## src/sv/bsad_pkg.sv

```systemverilog
// Types, identifiers and constants of the sensor advertisement decoder.
`default_nettype none

package bsad_pkg;

    localparam logic [15:0] ID_PACKED_1 = 16'hEC88;
    localparam logic [15:0] ID_PACKED_2 = 16'h0001;
    localparam logic [15:0] ID_LE16_3   = 16'h8801;

    localparam int WIN_BYTES = 5;

    typedef enum logic [1:0] {
        ST_OK          = 2'd0,
        ST_UNKNOWN     = 2'd1,
        ST_SHORT       = 2'd2,
        ST_IMPLAUSIBLE = 2'd3
    } status_t;

    typedef enum logic [1:0] {
        LAYOUT_PACKED1 = 2'd0,
        LAYOUT_PACKED2 = 2'd1,
        LAYOUT_LE16    = 2'd2
    } layout_t;

    // Plausibility limits on the raw fields.
    localparam logic [22:0] PK_POS_MAX  = 23'd800000;
    localparam logic [22:0] PK_NEG_MAX  = 23'd400000;
    localparam logic signed [15:0] LE_T_MIN = -16'sd4000;
    localparam logic signed [15:0] LE_T_MAX = 16'sd8000;
    localparam logic [15:0] LE_H_MAX    = 16'd10000;
    localparam logic [7:0]  BATT_MAX    = 8'd100;

    // Reciprocal multipliers: floor(x*K >> S) == floor(x/d) while x*(K*d - 2^S) < 2^S.
    localparam logic [20:0] DIV100_K  = 21'd1342178;   // x < 2^20 + 50, S = 27
    localparam int          DIV100_S  = 27;
    localparam logic [20:0] DIV1000_K = 21'd1073742;   // x < 2^20, S = 30
    localparam int          DIV1000_S = 30;
    localparam logic [13:0] DIV10_K   = 14'd13108;     // x < 2^14, S = 17
    localparam int          DIV10_S   = 17;

    // Decode job handed from the capture side to the decode logic.
    typedef struct packed {
        logic       known;
        layout_t    layout;
        logic [7:0] len;
    } job_t;

    typedef struct packed {
        status_t           status;
        logic signed [13:0] temp_centi;
        logic [9:0]        humidity_tenths;
        logic [6:0]        battery_percent;
        logic              battery_present;
        logic [1:0]        layout;
    } result_t;

    // Window offset of each layout.
    function automatic logic [7:0] layout_offset(input layout_t lay);
        logic [7:0] off;
        unique case (lay)
            LAYOUT_PACKED1: off = 8'd1;
            LAYOUT_PACKED2: off = 8'd2;
            LAYOUT_LE16:    off = 8'd3;
            default:        off = 8'd0;
        endcase
        return off;
    endfunction

endpackage

`default_nettype wire

```

## src/sv/bsad_decode.sv

```systemverilog
// Field decode, range checks and status for one finished packet.
`default_nettype none

module bsad_decode
    import bsad_pkg::*;
(
    input  wire job_t       job,
    input  wire logic [7:0] win [WIN_BYTES],
    output result_t         res
);

    // packed sign-magnitude layout
    logic [22:0] pk_mag;
    logic        pk_neg;
    logic        pk_bad;
    logic [20:0] pk_tnum;
    logic [41:0] pk_tprod;
    logic [13:0] pk_tq;
    logic [13:0] pk_temp;
    logic [19:0] pk_v20;
    logic [40:0] pk_hprod;
    logic [9:0]  pk_hq;
    logic [19:0] pk_hrem;
    logic [7:0]  pk_off;
    logic        pk_short;
    logic        pk_bpres;
    logic [7:0]  pk_batt;

    // little-endian layout
    logic signed [15:0] le_t;
    logic [15:0] le_h;
    logic        le_bad;
    logic [13:0] le_hnum;
    logic [27:0] le_hprod;
    logic [9:0]  le_hq;
    logic        le_short;
    logic        le_bpres;
    logic [7:0]  le_batt;

    always_comb begin
        pk_neg   = win[0][7];
        pk_mag   = {win[0][6:0], win[1], win[2]};
        pk_bad   = pk_neg ? (pk_mag > PK_NEG_MAX) : (pk_mag > PK_POS_MAX);
        pk_v20   = pk_mag[19:0];
        pk_tnum  = {1'b0, pk_v20} + 21'd50;
        pk_tprod = pk_tnum * DIV100_K;
        pk_tq    = pk_tprod[DIV100_S +: 14];
        pk_temp  = pk_neg ? (14'd0 - pk_tq) : pk_tq;
        pk_hprod = pk_v20 * DIV1000_K;
        pk_hq    = pk_hprod[DIV1000_S +: 10];
        pk_hrem  = pk_v20 - 20'(pk_hq * 20'd1000);
        pk_off   = layout_offset(job.layout);
        pk_short = job.len < (pk_off + 8'd3);
        pk_bpres = job.len > (pk_off + 8'd3);
        pk_batt  = pk_bpres ? win[3] : 8'd0;

        le_t     = $signed({win[1], win[0]});
        le_h     = {win[3], win[2]};
        le_bad   = (le_t < LE_T_MIN) || (le_t > LE_T_MAX) || (le_h > LE_H_MAX);
        le_hnum  = le_h[13:0] + 14'd5;
        le_hprod = le_hnum * DIV10_K;
        le_hq    = le_hprod[DIV10_S +: 10];
        le_short = job.len < 8'd7;
        le_bpres = job.len > 8'd7;
        le_batt  = le_bpres ? win[4] : 8'd0;
    end

    always_comb begin
        res = '0;
        res.status = ST_OK;
        if (!job.known) begin
            res.status = ST_UNKNOWN;
        end else begin
            res.layout = job.layout;
            unique case (job.layout)
                LAYOUT_PACKED1, LAYOUT_PACKED2: begin
                    if (pk_short) begin
                        res.status = ST_SHORT;
                    end else if (pk_bad || pk_batt > BATT_MAX) begin
                        res.status = ST_IMPLAUSIBLE;
                    end else begin
                        res.temp_centi      = $signed(pk_temp);
                        res.humidity_tenths = pk_hrem[9:0];
                        res.battery_percent = pk_batt[6:0];
                        res.battery_present = pk_bpres;
                    end
                end
                LAYOUT_LE16: begin
                    if (le_short) begin
                        res.status = ST_SHORT;
                    end else if (le_bad || le_batt > BATT_MAX) begin
                        res.status = ST_IMPLAUSIBLE;
                    end else begin
                        res.temp_centi      = le_t[13:0];
                        res.humidity_tenths = le_hq;
                        res.battery_percent = le_batt[6:0];
                        res.battery_present = le_bpres;
                    end
                end
                default: begin
                    res.status = ST_UNKNOWN;
                    res.layout = 2'd0;
                end
            endcase
        end
    end

endmodule

`default_nettype wire

```

## src/sv/ble_sensor_advert_decoder.sv

```systemverilog
// Top level of the sensor advertisement decoder: byte capture, job stage and result register.
//
//  channel | dir | tdata                        | tuser               | tlast
//  --------+-----+------------------------------+---------------------+-----------
//  s_      | in  | payload byte                 | manufacturer id     | final byte
//  m_      | out | temp, humidity, battery, pres| status, layout      | -
//
// One payload beat is taken per cycle while s_tready is high, with no gaps between packets.
// A final beat loads a decode job into the job stage; the result register takes
// the decoded result once m_ is free, and that raises m_tvalid.
// The window bytes and byte count are updated at the accepting edge; decode
// reads the window in the following cycle, before any later beat can land.
// While a result waits on m_tready, one further packet may complete into the
// job stage; only when both are held does s_tready drop.
// aresetn (synchronous) clears the byte count and both valid flags; no
// clearing pass, the window bytes need none.
`default_nettype none

module ble_sensor_advert_decoder
    import bsad_pkg::*;
(
    input  wire logic        aclk,
    input  wire logic        aresetn,

    input  wire logic        s_tvalid,
    output logic             s_tready,
    input  wire logic [7:0]  s_tdata,   // [7:0] payload_byte
    input  wire logic [15:0] s_tuser,   // [15:0] maker_id
    input  wire logic        s_tlast,   // final_byte

    output logic             m_tvalid,
    input  wire logic        m_tready,
    output logic [31:0]      m_tdata,   // [13:0] temp_centi, [23:14] humidity_tenths,
                                        // [30:24] battery_percent, [31] battery_present
    output logic [3:0]       m_tuser    // [1:0] status, [3:2] layout
);

    logic [7:0] byte_count_reg, byte_count_next;
    logic [7:0] win_reg [WIN_BYTES];
    logic       job_vld_reg, job_vld_next;
    job_t       job_reg, job_next;
    logic       m_vld_reg, m_vld_next;
    result_t    res_reg;
    result_t    dec_res;

    logic       s_beat;
    logic       out_free;
    logic       id_known;
    layout_t    id_layout;
    logic [7:0] id_off;
    logic [7:0] rel_pos;
    logic       win_hit;
    logic [7:0] len_sat;

    assign out_free = !m_vld_reg || m_tready;
    assign s_tready = !job_vld_reg || out_free;
    assign s_beat   = s_tvalid && s_tready;

    // manufacturer id picks the layout of the current beat
    always_comb begin
        id_known  = 1'b1;
        id_layout = LAYOUT_PACKED1;
        unique if (s_tuser == ID_PACKED_1) begin
            id_layout = LAYOUT_PACKED1;
        end else if (s_tuser == ID_PACKED_2) begin
            id_layout = LAYOUT_PACKED2;
        end else if (s_tuser == ID_LE16_3) begin
            id_layout = LAYOUT_LE16;
        end else begin
            id_known = 1'b0;
        end
        id_off  = layout_offset(id_layout);
        rel_pos = byte_count_reg - id_off;
        win_hit = id_known && (byte_count_reg >= id_off) && (rel_pos < 8'(WIN_BYTES));
    end

    // saturating length including this beat
    assign len_sat = (byte_count_reg == 8'hFF) ? 8'hFF : (byte_count_reg + 8'd1);

    always_comb begin
        byte_count_next = byte_count_reg;
        job_vld_next    = job_vld_reg;
        job_next        = job_reg;
        m_vld_next      = m_vld_reg;

        if (out_free) begin
            m_vld_next   = job_vld_reg;
            job_vld_next = 1'b0;
        end
        if (s_beat) begin
            byte_count_next = s_tlast ? 8'd0 : len_sat;
            if (s_tlast) begin
                job_vld_next    = 1'b1;
                job_next.known  = id_known;
                job_next.layout = id_layout;
                job_next.len    = len_sat;
            end
        end
    end

    always_ff @(posedge aclk) begin
        if (!aresetn) begin
            byte_count_reg <= '0;
            job_vld_reg    <= 1'b0;
            m_vld_reg      <= 1'b0;
        end else begin
            byte_count_reg <= byte_count_next;
            job_vld_reg    <= job_vld_next;
            m_vld_reg      <= m_vld_next;
        end
    end

    // payload registers, no reset
    always_ff @(posedge aclk) begin
        job_reg <= job_next;
        if (s_beat && win_hit) begin
            win_reg[rel_pos[2:0]] <= s_tdata;
        end
        if (out_free && job_vld_reg) begin
            res_reg <= dec_res;
        end
    end

    bsad_decode u_decode (
        .job (job_reg),
        .win (win_reg),
        .res (dec_res)
    );

    assign m_tvalid = m_vld_reg;
    assign m_tdata  = {res_reg.battery_present, res_reg.battery_percent,
                       res_reg.humidity_tenths, res_reg.temp_centi};
    assign m_tuser  = {res_reg.layout, res_reg.status};

endmodule

`default_nettype wire

```

## config.mk

```make
export PLATFORM = sky130hd
export DESIGN_NAME = ble_sensor_advert_decoder
export DESIGN_NICKNAME = d
export VERILOG_FILES = /design/src/sv/bsad_pkg.sv /design/src/sv/bsad_decode.sv /design/src/sv/ble_sensor_advert_decoder.sv
export SDC_FILE = /design/constraint.sdc
export NUM_CORES = 1
export LEC_CHECK = 0
export ABC_AREA = 1
export ABC_CLOCK_PERIOD_IN_PS = 9000
export CAP_MARGIN = 20
export CORE_MARGIN = 1
export CORE_UTILIZATION = 60
export DETAILED_ROUTE_END_ITERATION = 10
export DONT_BUFFER_PORTS = 1
export PLACE_DENSITY = 0.79
export SLEW_MARGIN = 25
export SYNTH_ARGS = -nofsm -noshare
export SYNTH_HDL_FRONTEND = slang
export SYNTH_SLANG_ARGS = --single-unit
```

## constraint.sdc

```tcl
create_clock -name aclk -period 9 [get_ports aclk]
set_clock_uncertainty 0.2 [all_clocks]
set_input_delay 0.9 -clock aclk [delete_from_list [all_inputs] [get_ports aclk]]
set_output_delay 0.9 -clock aclk [all_outputs]
set_load 0.05 [all_outputs]
```

==> impl_metrics.yaml <==
setup_path:
  crit_path_end_kind: "flop"
  crit_path_start_kind: "flop"
  crit_arrival_ns: 8.48
  worstReg2RegEnd: "m_tdata[13]$_SDFFCE_PN0P_"
  crit_fanout: 6
  critical-path-max-stage-delay_ns: 0.57
  worst-setup-path-type: "flop to flop"
  cpMaxStageDelayCell: "fa_1"
  worstReg2RegStart: "win_reg[18]$_DFFE_PP_"
  reg2regPathDepth: 42
  path_common_cell: "nand2_1"
  required_ns: 8.87
  reg2reg_slack_ns: 0.39
grt:
  grt_max_degree: 37
  antenna_found_initial: 1
  grt.total_usage: 0.333
  grt_pass1_vias: 20600
  gr-total-overflow: 0
  grt_pass1_wl_um: 106000
clock_network:
  cts.sinks: 97
  path_clk_slew_ns: 0.07
  cts_tree: "yes"
  cts-root-buf: "clkbuf_16"
  htree_num_levels: 3
  clock_latency_ns: 0.36
  cts_buffer_depth: 2
  cts_buffers: 9
sta:
  finalWorstSetupSlack_ns: 0.391
  fin_crit_sh: 0.957
  setup_violations: 0
  slew_viol_final: 0
  relSlewSlack: 0.333
  period_minus_slack_ns: 8.61
  tightest_slew_ns: 1.00
  fmax_mhz: 116
  hold_violations: 0
outcome:
  outcome: "finished, final reports clean"
floorplan:
  die_h_um: 202
  dieArea_sq_um: 40800
  start_util: 0.614
  std_cell_rows: 72
  die_w_um: 202
  core-area_sq_um: 39100
  io_pins: 67
pwr:
  power_density_nw_per_um2: 35.0
  vdd_drop_max_v: 0.0000836
  p_leak_nw: 14.2
route:
  via_count: 19400
  first_pass_iters: 5
  ant_nets: 0
  drtIter0Drc: 1164
  wire_per_inst_um: 18.4
  drt-vias-per-instance: 5.46
  drc: 0
  routed_wl_um: 65300
logic_synthesis:
  postSynthAreaPerCell_sq_um: 8.15
  synthCells: 2947
  async_reset_ff_frac: 0
  synth_xor_area_frac: 0.0208
  ys_warn_count: 0
  synth_cell_types: 59
  synth_top_family_by_area: "adder cells"
  muxShareOfSynthArea: 0
  ys_ff_latch: 97
  syn_area_sq_um: 24000
  post_synth_fa_ha_maj_area_fraction: 0.510
  synth_ff_type: "edfxtp_1"
  synth_edf_count: 87
  synth-simple-area-share: 0.171
  yosysSeqAreaShare: 0.117
  syn-num-nets: 3786
  synth_compound_area_frac: 0.0516
layout:
  nets: 3873
  final_util: 0.660
  fillerInstances: 3329
  drive_above_1_share: 0.0754
  final_cell_mix: "inv_1 (795), nand2_1 (550), ha_1 (520)"
  largest_register_ff_count: 40
  diodes: 0
  synthToLayoutAreaGrowth_pct: 7.38
  finish.instance_area_sq_um: 25800
  layout_commonest_cell: "inv_1"
run:
  cap_violations: 0
hold_path:
  hold_class: "flop to flop"
  worstHoldStart: "byte_count_reg[5]$_SDFFE_PN0P_"
  holdPathStages: 2
  holdPathEnd: "byte_count_reg[5]$_SDFFE_PN0P_"
placement:
  dp_hpwl_um: 58300
  post-place-ws_ns: 0.0596
  portBuffers: 0
  place_congestion: 0.989
  postPlaceCellArea_sq_um: 25200
## routing by layer
metal	share of wire	up-vias	GRT usage
li1	-	9318	-
met1	0.39	9291	0.387
met2	0.50	604	0.600
met3	0.050	200	0.0381
met4	0.058	0	0.173
met5	0	-	0
## logic make-up (layout without fill, tap and decap cells)
logic type / count (synthesis) / in the layout
AND/OR/NAND/NOR: 943 / 943
adder cells (fa/ha/maj): 810 / 810
XOR/XNOR: 57 / 57
buffers and inverters: 822 / 914
AO/OA/AOI/OAI: 218 / 218
flip-flops: 97 / 97
## final cells by class
type,count,area [sq um],share of cell area
Tap cell,518,648,0.0251
Multi-Input combinational cell,2028,18300,0.710
Sequential cell,97,2810,0.109
Clock inverter,6,50.0,0.00194
Clock buffer,10,229,0.00888
Timing Repair Buffer,90,703,0.0273
Inverter,808,3040,0.118
## power by group
| part | internal, mW | switching, mW |
|---|---|---|
| Sequential | 0.494 | 0.0121 |
| Combinational | 0.00617 | 0.0174 |
| Clock | 0.192 | 0.181 |
## synth_stat cells (all sizes together), types with 2 or more instances
library cell / n / area, sq um
inv: 807 / 3030
nand2: 586 / 2270
ha: 528 / 6610
fa: 282 / 5650
nor2: 149 / 628
nand3: 134 / 706
a21oi: 127 / 639
edfxtp: 87 / 2610
o21ai: 44 / 231
xor2: 34 / 298
nor3: 23 / 141
xnor2: 23 / 201
nand4: 17 / 113
o21bai: 14 / 105
nor4: 11 / 81.3
or2: 11 / 68.8
dfxtp: 10 / 200
buf: 8 / 60.0
a31oi: 7 / 43.8
nand3b: 7 / 52.6
clkbuf: 6 / 22.5
and3: 4 / 25.0
o211ai: 4 / 30.0
o21a: 4 / 30.0
a211o: 2 / 17.5
a211oi: 2 / 20.0
a21boi: 2 / 15.0
a21o: 2 / 22.5
o31ai: 2 / 15.0
## worst max path at each step
stage | start | to | slack (ns) | cells past startpoint
2_1_floorplan | win_reg[17]$_DFFE_PP_ | m_tdata[23]$_SDFFCE_PN0P_ | 0.20 | 44
3_3_place_gp | win_reg[18]$_DFFE_PP_ | m_tdata[23]$_SDFFCE_PN0P_ | 0.16 | 42
3_5_place_dp | win_reg[18]$_DFFE_PP_ | m_tdata[13]$_SDFFCE_PN0P_ | 0.06 | 38
4_1_cts | win_reg[18]$_DFFE_PP_ | m_tdata[23]$_SDFFCE_PN0P_ | 0.02 | 42
5_1_grt | win_reg[18]$_DFFE_PP_ | m_tdata[23]$_SDFFCE_PN0P_ | -0.05 | 42
6_report | win_reg[18]$_DFFE_PP_ | m_tdata[13]$_SDFFCE_PN0P_ | 0.39 | 42
## per-stage QoR
stage | std cells | hold slack, ns | power [mW] | setup TNS [ns]
floorplan | 2947 | 0.251 | 0.532 | 0
global placement | 3531 | 0.287 | 0.537 | 0
detailed placement | 3531 | 0.298 | 0.538 | 0
CTS | 3547 | 0.308 | 0.900 | 0
global route | 3557 | 0.331 | 0.920 | -0.0662
finish | 3557 | 0.310 | 0.902 | 0
## worst max-delay path, delay by kind of cell (launching register included)
kind | cells | cell delay [ns]
flops | 1 | 0.50
buf+inv | 10 | 0.94
xor+xnor | 1 | 0.28
simple gates | 18 | 2.00
fa+ha+maj | 9 | 3.75
compound gates | 4 | 0.65
## what timing repair did
| item | 4_1_cts | 5_1_grt |
|---|---|---|
| setup endpoints to repair | 0 | 15 |
| resized for setup | 0 | 49 |
| buffers inserted | 0 | 9 |
| hold buffers | 0 | 0 |
Note: power is estimated with default switching activity, not from simulation.
